**src/rtl/ftmd_pkg.sv**
```systemverilog
// Shared types, constants and the digit font for the frame time meter.
package ftmd_pkg;

   typedef logic [15:0] row_type;

   // register indexes on the csr port
   localparam logic [1:0] CSR_TICKS_PER_INT  = 2'd0;
   localparam logic [1:0] CSR_TICKS_PER_UNIT = 2'd1;
   localparam logic [1:0] CSR_HYST_FRAMES    = 2'd2;

   localparam logic [15:0] TPI_RESET  = 16'd14186;
   localparam logic [15:0] TPU_RESET  = 16'd1419;
   localparam logic [6:0]  HYST_RESET = 7'd3;

   localparam logic [13:0] SHOW_MAX     = 14'd9999;
   localparam logic [13:0] FINE_MAX     = 14'd999;
   localparam logic [9:0]  COARSE_MAX   = 10'd999;
   localparam logic [15:0] POINT_FINE   = 16'h0400;
   localparam logic [15:0] POINT_COARSE = 16'h0020;

   // x / 10 == (x * 0xCCCD) >> 19 for every x this block produces
   localparam logic [15:0] TENTH_RECIP = 16'hCCCD;

   // shared divider sizes
   localparam int DIV_NUM_W = 33;
   localparam int DIV_DEN_W = 16;
   localparam int DIV_CNT_W = 6;

   localparam int ROW_COUNT = 6;

   // 4x6 font, one nibble per row
   function automatic logic [3:0] font_row(input logic [3:0] digit, input logic [2:0] row);
      logic [23:0] glyph;
      begin
         case (digit)
            4'd0:    glyph = 24'h699996;
            4'd1:    glyph = 24'h262227;
            4'd2:    glyph = 24'h69124F;
            4'd3:    glyph = 24'h692196;
            4'd4:    glyph = 24'h359F11;
            4'd5:    glyph = 24'hF8E196;
            4'd6:    glyph = 24'h78E996;
            4'd7:    glyph = 24'hF11222;
            4'd8:    glyph = 24'h696996;
            4'd9:    glyph = 24'h699716;
            default: glyph = 24'h000000;
         endcase
         case (row)
            3'd0:    font_row = glyph[23:20];
            3'd1:    font_row = glyph[19:16];
            3'd2:    font_row = glyph[15:12];
            3'd3:    font_row = glyph[11:8];
            3'd4:    font_row = glyph[7:4];
            3'd5:    font_row = glyph[3:0];
            default: font_row = 4'h0;
         endcase
      end
   endfunction

endpackage

```
**src/rtl/ftmd_div.sv**
```systemverilog
// Restoring divider, one quotient bit per cycle.
module ftmd_div (
   input  logic                              clock,
   input  logic                              reset,
   input  logic                              start,
   input  logic [ftmd_pkg::DIV_NUM_W-1:0]    num,
   input  logic [ftmd_pkg::DIV_DEN_W-1:0]    den,
   output logic                              done,
   output logic [ftmd_pkg::DIV_NUM_W-1:0]    quo
);

   localparam int NW = ftmd_pkg::DIV_NUM_W;
   localparam int DW = ftmd_pkg::DIV_DEN_W;
   localparam int CW = ftmd_pkg::DIV_CNT_W;

   logic          busy_ff, busy_in;
   logic          done_ff, done_in;
   logic [CW-1:0] cnt_ff, cnt_in;
   logic [NW-1:0] quo_ff, quo_in;
   logic [DW-1:0] rem_ff, rem_in;
   logic [DW-1:0] den_ff, den_in;
   logic [DW:0]   trial;
   logic          fits;

   always_comb begin
      busy_in = busy_ff;
      done_in = 1'b0;
      cnt_in  = cnt_ff;
      quo_in  = quo_ff;
      rem_in  = rem_ff;
      den_in  = den_ff;
      trial   = {rem_ff, quo_ff[NW-1]};
      fits    = (trial >= {1'b0, den_ff});
      if (start) begin
         busy_in = 1'b1;
         cnt_in  = '0;
         quo_in  = num;
         rem_in  = '0;
         den_in  = den;
      end else if (busy_ff) begin
         // shift the next numerator bit in, subtract when the divisor fits
         rem_in = fits ? DW'(trial - {1'b0, den_ff}) : trial[DW-1:0];
         quo_in = {quo_ff[NW-2:0], fits};
         cnt_in = CW'(cnt_ff + 1'b1);
         if (cnt_ff == CW'(NW - 1)) begin
            busy_in = 1'b0;
            done_in = 1'b1;
         end
      end
   end

   always_ff @(posedge clock) begin
      if (reset) begin
         busy_ff <= 1'b0;
         done_ff <= 1'b0;
         cnt_ff  <= '0;
      end else begin
         busy_ff <= busy_in;
         done_ff <= done_in;
         cnt_ff  <= cnt_in;
      end
      quo_ff <= quo_in;
      rem_ff <= rem_in;
      den_ff <= den_in;
   end

   assign done = done_ff;
   assign quo  = quo_ff;

endmodule

```
**config.mk**
```make
export PLATFORM = sky130hd
export DESIGN_NAME = ftmd_div
export DESIGN_NICKNAME = d
export VERILOG_FILES = /design/src/rtl/ftmd_pkg.sv /design/src/rtl/ftmd_div.sv
export SDC_FILE = /design/constraint.sdc
export NUM_CORES = 1
export LEC_CHECK = 0
export BUFFER_PORTS_ARGS = -buffer_cell sky130_fd_sc_hd__clkbuf_2
export CAP_MARGIN = 25
export CELL_PAD_IN_SITES_DETAIL_PLACEMENT = 2
export CELL_PAD_IN_SITES_GLOBAL_PLACEMENT = 2
export CORE_ASPECT_RATIO = 1.25
export CORE_MARGIN = 5
export CORE_UTILIZATION = 32
export CTS_CLUSTER_SIZE = 20
export DETAILED_ROUTE_END_ITERATION = 7
export PLACE_DENSITY = 0.74
export SYNTH_ARGS = -nofsm -noshare
export SYNTH_HDL_FRONTEND = slang
export SYNTH_SLANG_ARGS = --single-unit
export TNS_END_PERCENT = 50
```
**constraint.sdc**
```tcl
create_clock -name clock -period 2.5 [get_ports clock]
set_input_delay 0.125 -clock clock [delete_from_list [all_inputs] [get_ports clock]]
set_output_delay 0.125 -clock clock [all_outputs]
set_load 0.05 [all_outputs]
```
# Yosys cells after proc, flatten, opt, wreduce, memory -nomap -nowiden

Index checks and enable logic that the tools add are counted.

$lt $le $gt $ge: 1
Reductions and logical operators: 3
Bitwise gates (word level): 1
Add/sub/neg operators: 2
Muxes and demuxes: 7
Equal/unequal tests: 1

Operator list:

| kind                                         | number |
|---|---|
| 2-to-1 mux 33 bit                            | 2 |
| greater-or-equal comparator 17 x 16 -> 1 bit | 1 |
| 2-to-1 mux 16 bit                            | 1 |
| subtractor 16 bit                            | 1 |
| adder 6 x 1 -> 6 bit (second input constant) | 1 |
| == test 6 bit (second input constant)        | 1 |
| 2-to-1 mux 1 bit                             | 4 |
| OR reduction 3 bit                           | 1 |
| nonzero test 2 bit                           | 1 |
| OR reduction 2 bit                           | 1 |
| inverter 1 bit                               | 1 |

Input bits: 52
Register bits after elaboration: 73

# Logic depth before layout (Yosys ltp)

Depth in word-level cells: 4
Gate-level depth with buffers: 11
Gate-level depth less buffers: 9

# Least setup slack after synthesis

No wires, ideal clock.

Path kind: register -> register
Start point: reg quo_ff[32] (netlist: quo[32])
End point: reg rem_ff[12]
Path buffers: 0
Data arrival time: 2520 ps
Setup slack: -108 ps
Cell stages (with the launch flop): 10
Library setup time: 88 ps
Path through: edfxtp_1 inv_1 ha_1 fa_1 nand2b_1 a21oi_1 a211o_1 nor3_1 or3b_1 a311oi_2

Word-level cells in the longest chain between the ends: 2
Elaborated cells on any way between the ends: 3

RTL lines:

| item                                                                              | line                           | text |
|---|---|---|
| start, declared                                                                   | ftmd_div.sv:19                 | `logic [NW-1:0] quo_ff, quo_in;` |
| start signal, assigned                                                            | ftmd_div.sv:62                 | `quo_ff <= quo_in;` |
| subtractor 16 bit or greater-or-equal comparator 17 x 16 -> 1 bit (tied branches) | ftmd_div.sv:42, ftmd_div.sv:33 |  |
| 2-to-1 mux 16 bit (*)                                                             | ftmd_div.sv:42                 | `rem_in = fits ? DW'(trial - {1'b0, den_ff}) : trial[DW-1:0];` |
| end signal, assigned                                                              | ftmd_div.sv:63                 | `rem_ff <= rem_in;` |
| end, declared                                                                     | ftmd_div.sv:20                 | `logic [DW-1:0] rem_ff, rem_in;` |

Mark *: on every way between the ends. The rest lies on a longest branch, timed or not.
A chain may end at the register's enable or synchronous reset.

# Worst setup path after layout

Start point: reg quo_ff[32] (netlist: quo[32])
End point: reg rem_ff[14]

The elaborated chain is that of the path after synthesis.

==> flow_metrics.tcl <==
set metrics [dict create \
    p_leak_nw 2.19 \
    synth_top_cells_by_area "sky130_fd_sc_hd__edfxtp_1, sky130_fd_sc_hd__dfxtp_1, sky130_fd_sc_hd__mux2_2" \
    layout.cells.most_common "sky130_fd_sc_hd__clkbuf_2" \
    muxShareOfSynthArea_pct 10.1 \
    power_report.internal_total_mw 2.59 \
    initial_antenna_violation_count 0 \
    yosys.area_share.simple_pct 12.2 \
    seq_power_share_pct 38.3 \
    final.setup.worst_slack_ps 51.6 \
    r2r_setup_slack_ps 50 \
    place_congestion 0.849 \
    ioPinCount 86 \
    p_comb_share_pct 26.7 \
    clk_transition_reported_paths_ps 60 \
    yosysWarnings 0 \
    post_drt_via_cell_ratio 5.19 \
    max-cap-violations 0 \
    finalInstanceArea_mm2 0.00534 \
    synth_top_area_share_pct 36.9 \
    post_synth_inst_count 352 \
    mostFrequentLayoutCells "sky130_fd_sc_hd__clkbuf_2, sky130_fd_sc_hd__edfxtp_1, sky130_fd_sc_hd__mux2_2" \
    finalNetCount 542 \
    syn-cell-area_mm2 0.00399 \
    final.setup_skew_ps 5.63 \
    dominant_combinational_cell_family_by_area_after_synthesis "compound AO/OA/AOI/OAI gates" \
    synthesis.nets 423 \
    placementRows 45 \
    floorplan.initialDensity_pct 32.8 \
    detail_route.first_pass.iterations 4 \
    vdd_drop_max_uv 487 \
    cts_root_buffer "sky130_fd_sc_hd__clkbuf_16" \
    slew_headroom_pct 61.5 \
    maxClockFrequency_mhz 408 \
    netlist.top_cell.by_area "sky130_fd_sc_hd__edfxtp_1" \
    worstPathMaxFanout 4 \
    maxSlewViolCount 0 \
    final_min_period_over_clock_period_pct 97.9 \
    timing.final.hold_violations 0 \
    critical_path.max_stage_delay_ps 400 \
    pwr_density_cell_mw_per_mm2 721 \
    drtIter0Drc 62 \
    routed_wire_length_per_instance_um 19.9 \
    critical_path_class "reg2reg" \
    vias 3323 \
    path_cells "inv_1, ha_2, fa_1, nand2b_4, a211oi_1, o31ai_1, a21oi_1, xnor2_1, o31ai_1" \
    p_sw_mw 1.26 \
    worst_path_max_delay_cell "sky130_fd_sc_hd__fa_1" \
    min-delay-path-class "in2reg" \
    global_route_met1_usage_pct 19.7 \
    fraction_of_synthesized_cell_area_in_xor_and_xnor_cells_pct 2.41 \
    globalRouteTotalUtil_pct 17.7 \
    clock_power_share_pct 34.9 \
    route.final.wire_length_um 12700 \
    status "completed" \
    finalCriticalPeriod_ps 2450 \
    post_synth.cell_area_avg_um2 11.3 \
    async_flop_share_pct 0 \
    worst_ep_required_time_ps 2750 \
    met3_resource_use_gr_pct 4.40 \
    worst_tran_pin_value_ps 577 \
    cts_inserted_buffers 9 \
    grt_first_pass_wirelength_um 20400 \
    drive_above_1_share_pct 42.0 \
    via_count_of_the_first_global_routing_pass 3905 \
    rsz0062_at_grt "yes" \
    multi_input_area_mm2 0.00200 \
    clock-sinks 73 \
    clock_insertion_delay_worst_skew_ps 340 \
    cts_buffer_depth 2 \
    timing.critical_path.mode_cell "sky130_fd_sc_hd__o31ai_1" \
    die_boundary_height_um 135 \
    htree_levels 3 \
    grt_overflow_total 0 \
    die_x_um 110 \
    arrival_ps 2700 \
    fill_cells 1290 \
    power.share.switching_pct 32.7 \
    synth-adder-area-share_pct 6.15 \
    placed_area_mm2 0.00474 \
    yosys_register_bits 73 \
    dp.final_hpwl_um 9120 \
    detail_route.drc_violations 0 \
    dp_slack_ps -87.2 \
    pin_count_of_the_biggest_net_entering_global_routing 42 \
    antenna_violating_nets_post_route 0 \
    synth_top_flop_cell "sky130_fd_sc_hd__edfxtp_1" \
    cp-start-kind "register" \
    tritoncts "yes" \
    area.sequential_mm2 0.00195 \
    seq_area_frac_synth_pct 48.9 \
    report.final.setup_viol 0 \
    synthDistinctLibCells 61 \
    io_buffers 85 \
    design.core.area_mm2 0.0122 \
    synth_edf_count 49 \
    gr-usage-met2_pct 32.2 \
    design.die.area_mm2 0.0148 \
    synth-compound-area-share_pct 15.3 \
    area_growth_pct 33.9 \
    grt.busiest_layer "met2" \
    antennaDiodeCount 0 \
    worst_setup_path_end_kind "register" \
]
==> cell families after synthesis <==
group                      Yosys count
xor gates and xnor gates            11
AOI/OAI and AO/OA                   75
DFF                                 73
adders and majority gates           19
buffers and inverters               42
muxes                               36
and+or+nand+nor                     96
==> state kept, by name (all words and copies together) (netlist names) <==
signal,count
cnt_ff,6
den_ff,16
done,1
quo,33
rem_ff,16
busy_ff,1
==> critical path, delay by kind of cell (launching register included) <==
kind | cells | cell delay (ps)
XOR/XNOR | 1 | 120
adder cells (fa/ha/maj) | 2 | 600
buffers and inverters | 1 | 70
flip-flops | 1 | 340
AND/OR/NAND/NOR | 1 | 190
AO/OA/AOI/OAI | 4 | 1040
==> through the flow <==
| stage | std cells | hold WS [ps] | power [mW] | utilization (%) | TNS [ps] |
|---|---|---|---|---|---|
| 5_1_grt | 640 | 75.7 | 4.04 | 43.9 | -62.6 |
| 4_1_cts | 641 | 70.1 | 3.86 | 43.2 | 0 |
| 6_report | 640 | 83.2 | 3.85 | 43.9 | 0 |
| 2_1_floorplan | 352 | 197 | 2.14 | - | 0 |
| 3_5_place_dp | 608 | 305 | 2.45 | 38.9 | -471 |
| 3_3_place_gp | 608 | 298 | 2.40 | 38.9 | 0 |
==> cell usage after synthesis, drive strengths merged, types with 8 or more instances <==
library cell and count:
nand2 23, a21oi 15, nand3 9, a311oi 10
clkbuf 13, inv 20, dfxtp 24, buf 8
ha 18, nor2 28, mux2 33, edfxtp 49
o21ai 11
==> power by group through the flow <==
stage          clock network, mW  logic [mW]  registers, mW
3_3_place_gp                   0       0.913           1.49
3_5_place_dp                   0       0.950           1.50
6_report                    1.35        1.03           1.48
4_1_cts                     1.39       0.993           1.48
2_1_floorplan                  0       0.460           1.68
5_1_grt                     1.45        1.10           1.49
==> per-layer routing <==
metal | routed length [µm] | share of wire, % | vias up
li1 | - | - | 1556
met1 | 4990 | 39 | 1671
met2 | 6920 | 54 | 79
met3 | 609 | 4.8 | 17
met4 | 221 | 1.7 | 0
met5 | 0 | 0 | -
==> repair_timing <==
action,in CTS,in global routing
gates resized for setup,7,19
pin swaps,2,8
hold buffers,17,0
endpoints found under the setup margin,12,15
setup buffers,0,1
endpoints found under the hold margin,17,0
==> area by class of cell <==
cell class / count / share of cell area, %
Sequential cell: 73 / 36.5
Timing Repair Buffer: 129 / 15.0
Multi-Input combinational cell: 237 / 37.3
Inverter: 21 / 1.48
Clock inverter: 7 / 1.59
Clock buffer: 9 / 4.21
Tap cell: 164 / 3.84
==> final timing paths <==
kind / startpoint / end / depth (start not counted)
setup / recovery: quo[32] / rem_ff[14] / 9
hold reg to reg: cnt_ff[5] / done / 2
setup reg to reg: quo[32] / rem_ff[14] / 9
hold / removal: num[4] / quo[4] / 2
(Power assumes the default switching activity.)
